[config.mk]
export PLATFORM = sky130hd
export DESIGN_NAME = toy_cpu_execute_unit
export DESIGN_NICKNAME = d
export VERILOG_FILES = /design/src/hw/rtl/tce_pkg.sv /design/src/hw/rtl/tce_ctrl.sv /design/src/hw/rtl/tce_dpath.sv /design/src/hw/rtl/toy_cpu_execute_unit.sv
export SDC_FILE = /design/constraint.sdc
export NUM_CORES = 2
export LEC_CHECK = 0
export BUFFER_PORTS_ARGS = -buffer_cell sky130_fd_sc_hd__buf_2
export CORE_UTILIZATION = 53
export CTS_BUF_LIST = sky130_fd_sc_hd__clkbuf_8
export CTS_CLUSTER_SIZE = 10
export DETAILED_ROUTE_END_ITERATION = 12
export PLACE_DENSITY = 0.69
export SETUP_SLACK_MARGIN = 0.2
export SYNTH_ARGS = -nofsm -noshare
export SYNTH_HDL_FRONTEND = slang
export SYNTH_SLANG_ARGS = --single-unit
[constraint.sdc]
create_clock -name i_clk -period 11.3 [get_ports i_clk]
set_input_delay 1.695 -clock i_clk [delete_from_list [all_inputs] [get_ports i_clk]]
set_output_delay 1.695 -clock i_clk [all_outputs]
set_load 0.05 [all_outputs]
[src/hw/rtl/tce_pkg.sv]
// Package for the toy CPU execute unit: payload structs, opcodes and
// controller/datapath command types. Used by every module in hw/rtl.
`default_nettype none
package tce_pkg;
    localparam int PcBitsDefault  = 16;
    localparam int NumRegsDefault = 10;
    localparam int DataBits       = 32;
    localparam int IdxBits        = 4;
    localparam int OutPcBits      = 16;

    typedef enum logic [3:0] {
        OP_ADD  = 4'd0,
        OP_SUB  = 4'd1,
        OP_MUL  = 4'd2,
        OP_DIV  = 4'd3,
        OP_MOVE = 4'd4,
        OP_B    = 4'd5,
        OP_CMP  = 4'd6,
        OP_GCD  = 4'd7,
        OP_BEQ  = 4'd8,
        OP_HALT = 4'd9
    } t_opcode;

    typedef struct packed {
        logic [3:0]  mode;
        logic        src_is_imm;
        logic [3:0]  src_index;
        logic [31:0] src_imm;
        logic        tgt_is_imm;
        logic [3:0]  tgt_index;
        logic [31:0] tgt_imm;
    } t_in_word;

    typedef struct packed {
        logic [15:0] next_pc;
        logic [31:0] r0_value;
        logic        halted;
        logic        trapped;
    } t_out_word;

    // Commands from controller to datapath.
    typedef struct packed {
        logic capture;   // latch the input word
        logic fetch;     // register operands from the register file
        logic execute;   // perform non-iterative work, start iterations
        logic iter;      // one step of divide or gcd
        logic finish;    // write back the iterative result
    } t_dp_cmd;

    // Status from datapath to controller.
    typedef struct packed {
        logic halted;
        logic iterative; // executed operation needs iterations
        logic iter_done;
    } t_dp_sts;
endpackage
`default_nettype wire

[src/hw/rtl/tce_ctrl.sv]
// Controller state machine for the toy CPU execute unit.
// Depends on tce_pkg.
`default_nettype none
module tce_ctrl (
    input  wire logic             i_clk,
    input  wire logic             i_rst_n,
    input  wire logic             i_in_valid,
    output logic                  o_in_ready,
    output logic                  o_out_valid,
    input  wire logic             i_out_ready,
    output tce_pkg::t_dp_cmd      o_cmd,
    input  wire tce_pkg::t_dp_sts i_sts
);
    import tce_pkg::*;

    typedef enum logic [2:0] {S_IDLE, S_FETCH, S_EXEC, S_ITER, S_FIN} t_state;
    t_state r_state, n_state;
    logic   r_out_valid, n_out_valid;

    // A new word may enter while the controller is idle and the output stage is free or being drained.
    assign o_in_ready  = (r_state == S_IDLE) && (!r_out_valid || i_out_ready);
    assign o_out_valid = r_out_valid;

    always_comb begin
        n_state     = r_state;
        n_out_valid = r_out_valid;
        o_cmd       = '0;
        if (r_out_valid && i_out_ready) begin
            n_out_valid = 1'b0;
        end
        unique case (r_state)
            S_IDLE: begin
                if (i_in_valid && o_in_ready) begin
                    o_cmd.capture = 1'b1;
                    n_state       = S_FETCH;
                end
            end
            S_FETCH: begin
                o_cmd.fetch = 1'b1;
                n_state     = S_EXEC;
            end
            S_EXEC: begin
                o_cmd.execute = 1'b1;
                if (!i_sts.halted && i_sts.iterative) begin
                    n_state = S_ITER;
                end else begin
                    n_state     = S_IDLE;
                    n_out_valid = 1'b1;
                end
            end
            S_ITER: begin
                if (i_sts.iter_done) begin
                    n_state = S_FIN;
                end else begin
                    o_cmd.iter = 1'b1;
                end
            end
            S_FIN: begin
                o_cmd.finish = 1'b1;
                n_state      = S_IDLE;
                n_out_valid  = 1'b1;
            end
            default: n_state = S_IDLE;
        endcase
    end

    always_ff @(posedge i_clk) begin
        if (!i_rst_n) begin
            r_state     <= S_IDLE;
            r_out_valid <= 1'b0;
        end else begin
            r_state     <= n_state;
            r_out_valid <= n_out_valid;
        end
    end
endmodule
`default_nettype wire

[src/hw/rtl/tce_dpath.sv]
// Datapath for the toy CPU execute unit: register file, pc, flags,
// multiplier and a shared bit-serial divide/remainder unit. Depends on tce_pkg.
`default_nettype none
module tce_dpath #(
    parameter int PC_BITS  = tce_pkg::PcBitsDefault,
    parameter int NUM_REGS = tce_pkg::NumRegsDefault
) (
    input  wire logic              i_clk,
    input  wire logic              i_rst_n,
    input  wire tce_pkg::t_in_word i_word,
    input  wire tce_pkg::t_dp_cmd  i_cmd,
    output tce_pkg::t_dp_sts       o_sts,
    output tce_pkg::t_out_word     o_word
);
    import tce_pkg::*;

    localparam int CntBits = $clog2(DataBits + 1);

    logic [DataBits-1:0] r_regs [NUM_REGS];
    logic [PC_BITS-1:0]  r_pc;
    logic                r_halt, r_trap;
    t_in_word            r_in;
    logic [DataBits-1:0] r_s, r_t;
    logic                r_bad_idx;
    logic                r_is_gcd;
    // Shift-subtract divider: r_quo holds dividend bits then quotient.
    logic [DataBits-1:0] r_quo, r_rem, r_dvs;
    logic [DataBits-1:0] r_ga;
    logic [CntBits-1:0]  r_cnt;
    logic                r_busy, r_done;

    logic [DataBits:0]   w_trial;
    logic [DataBits-1:0] w_rem_sh;
    logic                w_iter_op;
    logic [PC_BITS-1:0]  w_pc_inc;
    t_opcode             w_op;

    assign w_op      = t_opcode'(r_in.mode);
    assign w_iter_op = (w_op == OP_DIV && r_t != '0) ||
                       (w_op == OP_GCD && r_s != '0 && r_t != '0);
    assign w_pc_inc  = r_pc + PC_BITS'(1);
    assign w_rem_sh  = {r_rem[DataBits-2:0], r_quo[DataBits-1]};
    assign w_trial   = {1'b0, w_rem_sh} - {1'b0, r_dvs};

    assign o_sts.halted    = r_halt;
    assign o_sts.iterative = w_iter_op && !r_bad_idx;
    assign o_sts.iter_done = r_done;

    always_comb begin
        o_word          = '0;
        o_word.next_pc  = OutPcBits'(r_pc);
        o_word.r0_value = r_regs[0];
        o_word.halted   = r_halt;
        o_word.trapped  = r_trap;
    end

    always_ff @(posedge i_clk) begin
        if (!i_rst_n) begin
            for (int i = 0; i < NUM_REGS; i++) begin
                r_regs[i] <= '0;
            end
            r_pc   <= '0;
            r_halt <= 1'b0;
            r_trap <= 1'b0;
            r_busy <= 1'b0;
            r_done <= 1'b0;
        end else begin
            if (i_cmd.capture) begin
                r_in <= i_word;
            end
            if (i_cmd.fetch) begin
                r_bad_idx <= (!r_in.src_is_imm && r_in.src_index >= IdxBits'(NUM_REGS)) ||
                             (!r_in.tgt_is_imm && r_in.tgt_index >= IdxBits'(NUM_REGS));
                r_s <= r_in.src_is_imm ? r_in.src_imm
                                       : r_regs[r_in.src_index < IdxBits'(NUM_REGS)
                                                ? r_in.src_index : '0];
                r_t <= r_in.tgt_is_imm ? r_in.tgt_imm
                                       : r_regs[r_in.tgt_index < IdxBits'(NUM_REGS)
                                                ? r_in.tgt_index : '0];
            end
            if (i_cmd.execute && !r_halt) begin
                r_pc <= w_pc_inc;
                if (r_bad_idx) begin
                    r_halt <= 1'b1;
                    r_trap <= 1'b1;
                end else begin
                    unique case (w_op)
                        OP_ADD: r_regs[0] <= r_s + r_t;
                        OP_SUB: r_regs[0] <= r_s - r_t;
                        OP_MUL: r_regs[0] <= r_s * r_t;
                        OP_CMP: r_regs[0] <= DataBits'(r_s == r_t);
                        OP_DIV, OP_GCD: begin
                            if (!w_iter_op) begin
                                r_trap <= 1'b1;
                            end else begin
                                r_is_gcd <= (w_op == OP_GCD);
                                r_quo    <= r_s;
                                r_dvs    <= r_t;
                                r_ga     <= r_s;
                                r_rem    <= '0;
                                r_cnt    <= '0;
                                r_busy   <= 1'b1;
                                r_done   <= 1'b0;
                            end
                        end
                        OP_MOVE: begin
                            if (!r_in.src_is_imm) begin
                                r_regs[r_in.src_index] <= r_t;
                            end
                        end
                        OP_B: r_pc <= PC_BITS'(r_s);
                        OP_BEQ: begin
                            if (r_regs[0] == r_s) begin
                                r_pc <= PC_BITS'(r_t);
                            end
                        end
                        OP_HALT: r_halt <= 1'b1;
                        default: begin
                            r_halt <= 1'b1;
                            r_trap <= 1'b1;
                        end
                    endcase
                end
            end
            // One quotient bit per step; gcd chains remainders a % b.
            if (i_cmd.iter && r_busy) begin
                if (!w_trial[DataBits]) begin
                    r_rem <= w_trial[DataBits-1:0];
                end else begin
                    r_rem <= w_rem_sh;
                end
                r_quo <= {r_quo[DataBits-2:0], !w_trial[DataBits]};
                if (r_cnt == CntBits'(DataBits - 1)) begin
                    r_cnt <= '0;
                    if (!r_is_gcd) begin
                        r_busy <= 1'b0;
                        r_done <= 1'b1;
                    end else if (w_trial[DataBits] ? (w_rem_sh == '0)
                                                   : (w_trial[DataBits-1:0] == '0)) begin
                        r_ga   <= r_dvs;
                        r_busy <= 1'b0;
                        r_done <= 1'b1;
                    end else begin
                        // Next pair: (b, a mod b).
                        r_ga  <= r_dvs;
                        r_quo <= r_dvs;
                        r_dvs <= w_trial[DataBits] ? w_rem_sh : w_trial[DataBits-1:0];
                        r_rem <= '0;
                    end
                end else begin
                    r_cnt <= r_cnt + CntBits'(1);
                end
            end
            if (i_cmd.finish) begin
                r_done    <= 1'b0;
                r_regs[0] <= r_is_gcd ? r_ga : r_quo;
            end
        end
    end
endmodule
`default_nettype wire

[src/hw/rtl/toy_cpu_execute_unit.sv]
// Top level of the toy CPU execute unit.
// Depends on tce_pkg, tce_ctrl and tce_dpath.
//
// Usage: one instruction word enters on the input channel (i_in_valid /
// o_in_ready, payload i_in_word) and exactly one status word leaves on the
// output channel (o_out_valid / i_out_ready, payload o_out_word) with the
// next pc, r0 and the sticky halt and trap flags.
//
// Sequence: a simple operation passes through the fetch and the execute state
// before its result word is valid. Divide and gcd run on one shared
// bit-serial unit that produces one quotient bit per cycle: divide runs 32
// steps, then the controller sees completion and writes back the result in
// the finish state; gcd runs 32 steps per Euclid remainder step, then ends
// the same way. The controller works on one word at a time; a new word is
// taken in the cycle the previous result is taken or the output register
// is empty.
//
// Reset clears the register file, pc and both flags. While halted, words
// are still accepted and answered with the current state unchanged.
// If the receiver stalls, the result word holds and no new word enters.
`default_nettype none
module toy_cpu_execute_unit #(
    parameter int PC_BITS  = tce_pkg::PcBitsDefault,
    parameter int NUM_REGS = tce_pkg::NumRegsDefault
) (
    input  wire logic               i_clk,
    input  wire logic               i_rst_n,
    input  wire logic               i_in_valid,
    output logic                    o_in_ready,
    input  wire tce_pkg::t_in_word  i_in_word,
    output logic                    o_out_valid,
    input  wire logic               i_out_ready,
    output tce_pkg::t_out_word      o_out_word
);
    import tce_pkg::*;

    t_dp_cmd w_cmd;
    t_dp_sts w_sts;

    tce_ctrl u_ctrl (
        .i_clk       (i_clk),
        .i_rst_n     (i_rst_n),
        .i_in_valid  (i_in_valid),
        .o_in_ready  (o_in_ready),
        .o_out_valid (o_out_valid),
        .i_out_ready (i_out_ready),
        .o_cmd       (w_cmd),
        .i_sts       (w_sts)
    );

    tce_dpath #(
        .PC_BITS  (PC_BITS),
        .NUM_REGS (NUM_REGS)
    ) u_dpath (
        .i_clk   (i_clk),
        .i_rst_n (i_rst_n),
        .i_word  (i_in_word),
        .i_cmd   (w_cmd),
        .o_sts   (w_sts),
        .o_word  (o_out_word)
    );
endmodule
`default_nettype wire
==> summary.md <==
| Metric | Value |
|---|---|
| Run status | finished clean |
| H-tree Lvls | 3 |
| Fin. max-slew vios | 0 |
| Rows | 119 |
| Residual DRC count | 0 |
| Gate Count Post-Synth | 5700 |
| CTS buffer count | about 110 |
| Crit path capture type | flop |
| Number of fillers in the final layout | between 9000 and 10000 |
| CP Launch Point | u_dpath.r_t[4]$_DFFE_PP_ |
| Hold depth | 1 |
| # setup viols final | 0 |
| Post CTS Setup Buffer Count | 0 |
| Vias in the first global route | 46100 |
| P_leak | 0.0245 µW |
| Internal power | about 8600 µW |
| Post-CTS Resized | 0 |
| Final Critical Period | 9340 ps |
| Die area | between 100000 and 150000 µm² |
| FF-to-FF Start | u_dpath.r_t[4]$_DFFE_PP_ |
| Power share of the combinational group | between 70% and 80% |
| Tot GR Track Use | 38.3% |
| Final worst-path cycle share | 82.6% |
| Synth Net Count | 6412 |
| Worst Hold Class | flop to flop |
| Root Driver | clkbuf_8 |
| CP Launch Type | flop |
| Layout cells sized above 1 | between 10% and 20% |
| Die width | 328 µm |
| Final net count | 6380 |
| First-pass GRT wire length | 302000 µm |
| Area of the mapped netlist | 56300 µm² |
| Final core occ | between 50% and 60% |
| Max frequency | ~110 MHz |
| Vias/cell | 6.57 |
| Initial antenna violation count | 11 |
| Total power | 17300 µW |
| IO Count | 134 |
| Peak VDD IR | 750 µV |
| Worst Hold Launch | u_dpath.r_trap$_SDFFE_PN0P_ |
| # clock sinks | slightly below 700 |
| Post-DP Area | 58300 µm² |
| FF-to-FF path depth | 27 |
| Yosys cell types | 86 |
| RSZ-0062 raised after global routing | false |
| Final instance area | 60500 µm² |
| Core Region | approximately 110000 µm² |
| Area Growth Syn to Fin | 7.47% |
| Max transition margin | 8.50% |
| Setup TNS | 0 ps |
| Clock Skews | between 60 and 70 ps |
| Max-cap viol count | 0 |
| Largest net degree at the start of global routing | 132 |
| Mean Syn Cell Area | 9.87 µm² |
| Area share of the largest cell type after synthesis | 35.7% |
| Worst hold margin | ~470 ps |
| Final hold vios | 0 |
| CTS tree | done |
| HPWL Detailed | 142000 µm |
| Die height | approximately 330 µm |
| Clock latency at the later pin of the worst-skew pair | 810 ps |
| Sequential share of power | 17.3% |
| EDFF count, synth | between 600 and 700 |
| Gpl congestion | 1.01 |
| Sw Share | 50.6% |
| Hold-fix buffers, CTS | 0 |
| I/O Buffers | 133 |
| Cell taking the most area after synthesis | edfxtp_1 |
| Worst EP required | around 12000 ps |
| Psw | around 9000 µW |
| Clk slew on worst S/H paths | 70 ps |
| Crit path max fanout | 17 |
| Setup Crit Path Kind | flop to flop |
| Top cells by area, synth | edfxtp_1, fa_1, ha_1 |
| Initial Util | between 50 and 60% |
| Vias post-DR | roughly 47000 |
| Slew @ Worst Pin | between 1000 and 1500 ps |
| FF/Latch Area | 20600 µm² |
| Grt ovf | 0 |
| Post-synth ARST share | 0% |
| Initial drt markers | around 6500 |
| CP arrival | roughly 9800 ps |
| Sequential share of the synthesized area | 36.6% |
| PD cells | 286 nW/µm² |
| Clock buffer depth | 3 |
| Seq cells post-synth | 693 |
| Synth Warn # | 0 |
| DRT Pass-1 Iters | 7 |
| Area of the multi-input gates | 32300 µm² |
| Clk pwr share | 12.6% |
| Routed wire length | 207000 µm |
| DR WL/cell | 28.9 µm |
| Post-DRT Antenna Nets | 0 |
| Post-synth top flop | edfxtp_1 |
-- synthesized netlist by cell type (41+ instances only) --
master and count:
a211oi_1 95, o211ai_1 43, mux4_2 62, a21oi_1 345, clkbuf_1 376, inv_1 514
nor4_1 42, nor3_1 100, o21ai_0 166, nand3_1 77, ha_1 219, nor2b_1 46
and2_1 295, nand2_1 499, edfxtp_1 669, nor2_1 690, xnor2_1 135, o221ai_1 71
mux2_2 41, o31ai_1 45, fa_1 411, mux2i_1 188
-- metal layers --
layer	track usage, %	up-vias	wire (µm)
li1	-	19700	-
met2	58.7	3280	91500
met4	22.9	2	14200
met1	49.6	23200	76000
met3	9.02	769	24900
met5	0	-	13
-- through the flow --
stage          cells  worst slack [ps]
6_report        7155              1960
5_1_grt         7152              1670
4_1_cts         7151              1990
3_5_place_dp    6943              2090
3_3_place_gp    6943              2270
2_1_floorplan   5700              3420
-- layout by cell type (no fill, tap or decap), types with 44 or more instances in the layout --
| cell type | synthesis | layout |
|---|---|---|
| o221ai_1 | 71 | 71 |
| mux2i_1 | 188 | 188 |
| buf_4 | 5 | 147 |
| buf_2 | 9 | 132 |
| nor2b_1 | 46 | 44 |
| and2_1 | 295 | 292 |
| o21ai_0 | 166 | 164 |
| nand2_1 | 499 | 489 |
| ha_1 | 219 | 219 |
| nor3_1 | 100 | 99 |
| nor2_1 | 690 | 685 |
| nand3_1 | 77 | 74 |
| inv_1 | 514 | 543 |
| a21oi_1 | 345 | 344 |
| xnor2_1 | 135 | 135 |
| mux4_2 | 62 | 62 |
| o31ai_1 | 45 | 44 |
| fa_1 | 411 | 411 |
| a211oi_1 | 95 | 95 |
| edfxtp_1 | 669 | 669 |
| clkbuf_8 | 0 | 114 |
-- power groups by stage --
stage | Combinational, µW | Clock, µW | Sequential, µW
floorplan | 7840 | 0 | 3020
global placement | 11800 | 0 | 3040
detailed placement | 11900 | 0 | 3050
CTS | 12000 | 2180 | 3000
global route | 13300 | 2280 | 3000
finish | 12100 | 2170 | 3000
-- logic make-up after synthesis --
group           after synthesis  synth area share (%)
buf+inv                     943                  6.40
mux                         291                  6.65
flops                       693                  36.6
compound gates             1070                  12.6
simple gates               1903                  15.7
fa+ha+maj                   630                  19.5
xor+xnor                    170                  2.65
-- layout make-up --
cell class,instances,area share [%]
well taps,1391,2.88
diodes,4,0.0166
multi-input cells,4064,53.4
clock buffers,114,2.59
clock inverters,94,0.958
repair buffers,280,2.95
inverters,515,3.20
flip-flops and latches,693,34.0
-- worst paths after layout --
path	to	slack (ps)
worst max-delay path	u_dpath.r_regs[9][31]$_DFFE_PP_	1960
worst min-delay path	u_dpath.r_trap$_SDFFE_PN0P_	470
worst max register to register	u_dpath.r_regs[9][31]$_DFFE_PP_	1960
worst min register to register	u_dpath.r_trap$_SDFFE_PN0P_	470
-- worst max-delay path, stage by stage (launching register included) --
cell and delay, ps:
edfxtp_1 1010, buf_4 360, and2_1 170, fa_1 410
inv_1 80, fa_1 420, fa_1 500, fa_1 570
inv_1 60, fa_1 500, inv_1 60, fa_1 520
inv_1 50, fa_1 490, fa_1 410, ha_1 360
and4_1 210, a21o_1 190, o311ai_0 400, nand2_1 140
o41ai_1 260, buf_4 230, o22ai_1 80, o41ai_1 520
xnor2_1 300, nor2_1 90, o31ai_1 460, nand2_1 150
-- state kept, by name, indices dropped and copies added, names as in the netlist, 3 cells and up --
register,cells
u_dpath.r_regs,392
u_dpath.r_in,74
u_dpath.r_dvs,32
u_dpath.r_ga,32
u_dpath.r_quo,32
u_dpath.r_s,32
u_dpath.r_t,32
u_dpath.r_rem,31
u_dpath.r_pc,16
u_dpath.r_cnt,6
u_dpath.w_op,4
u_ctrl.r_state,3
No activity file was read; power rests on OpenSTA's default activity.
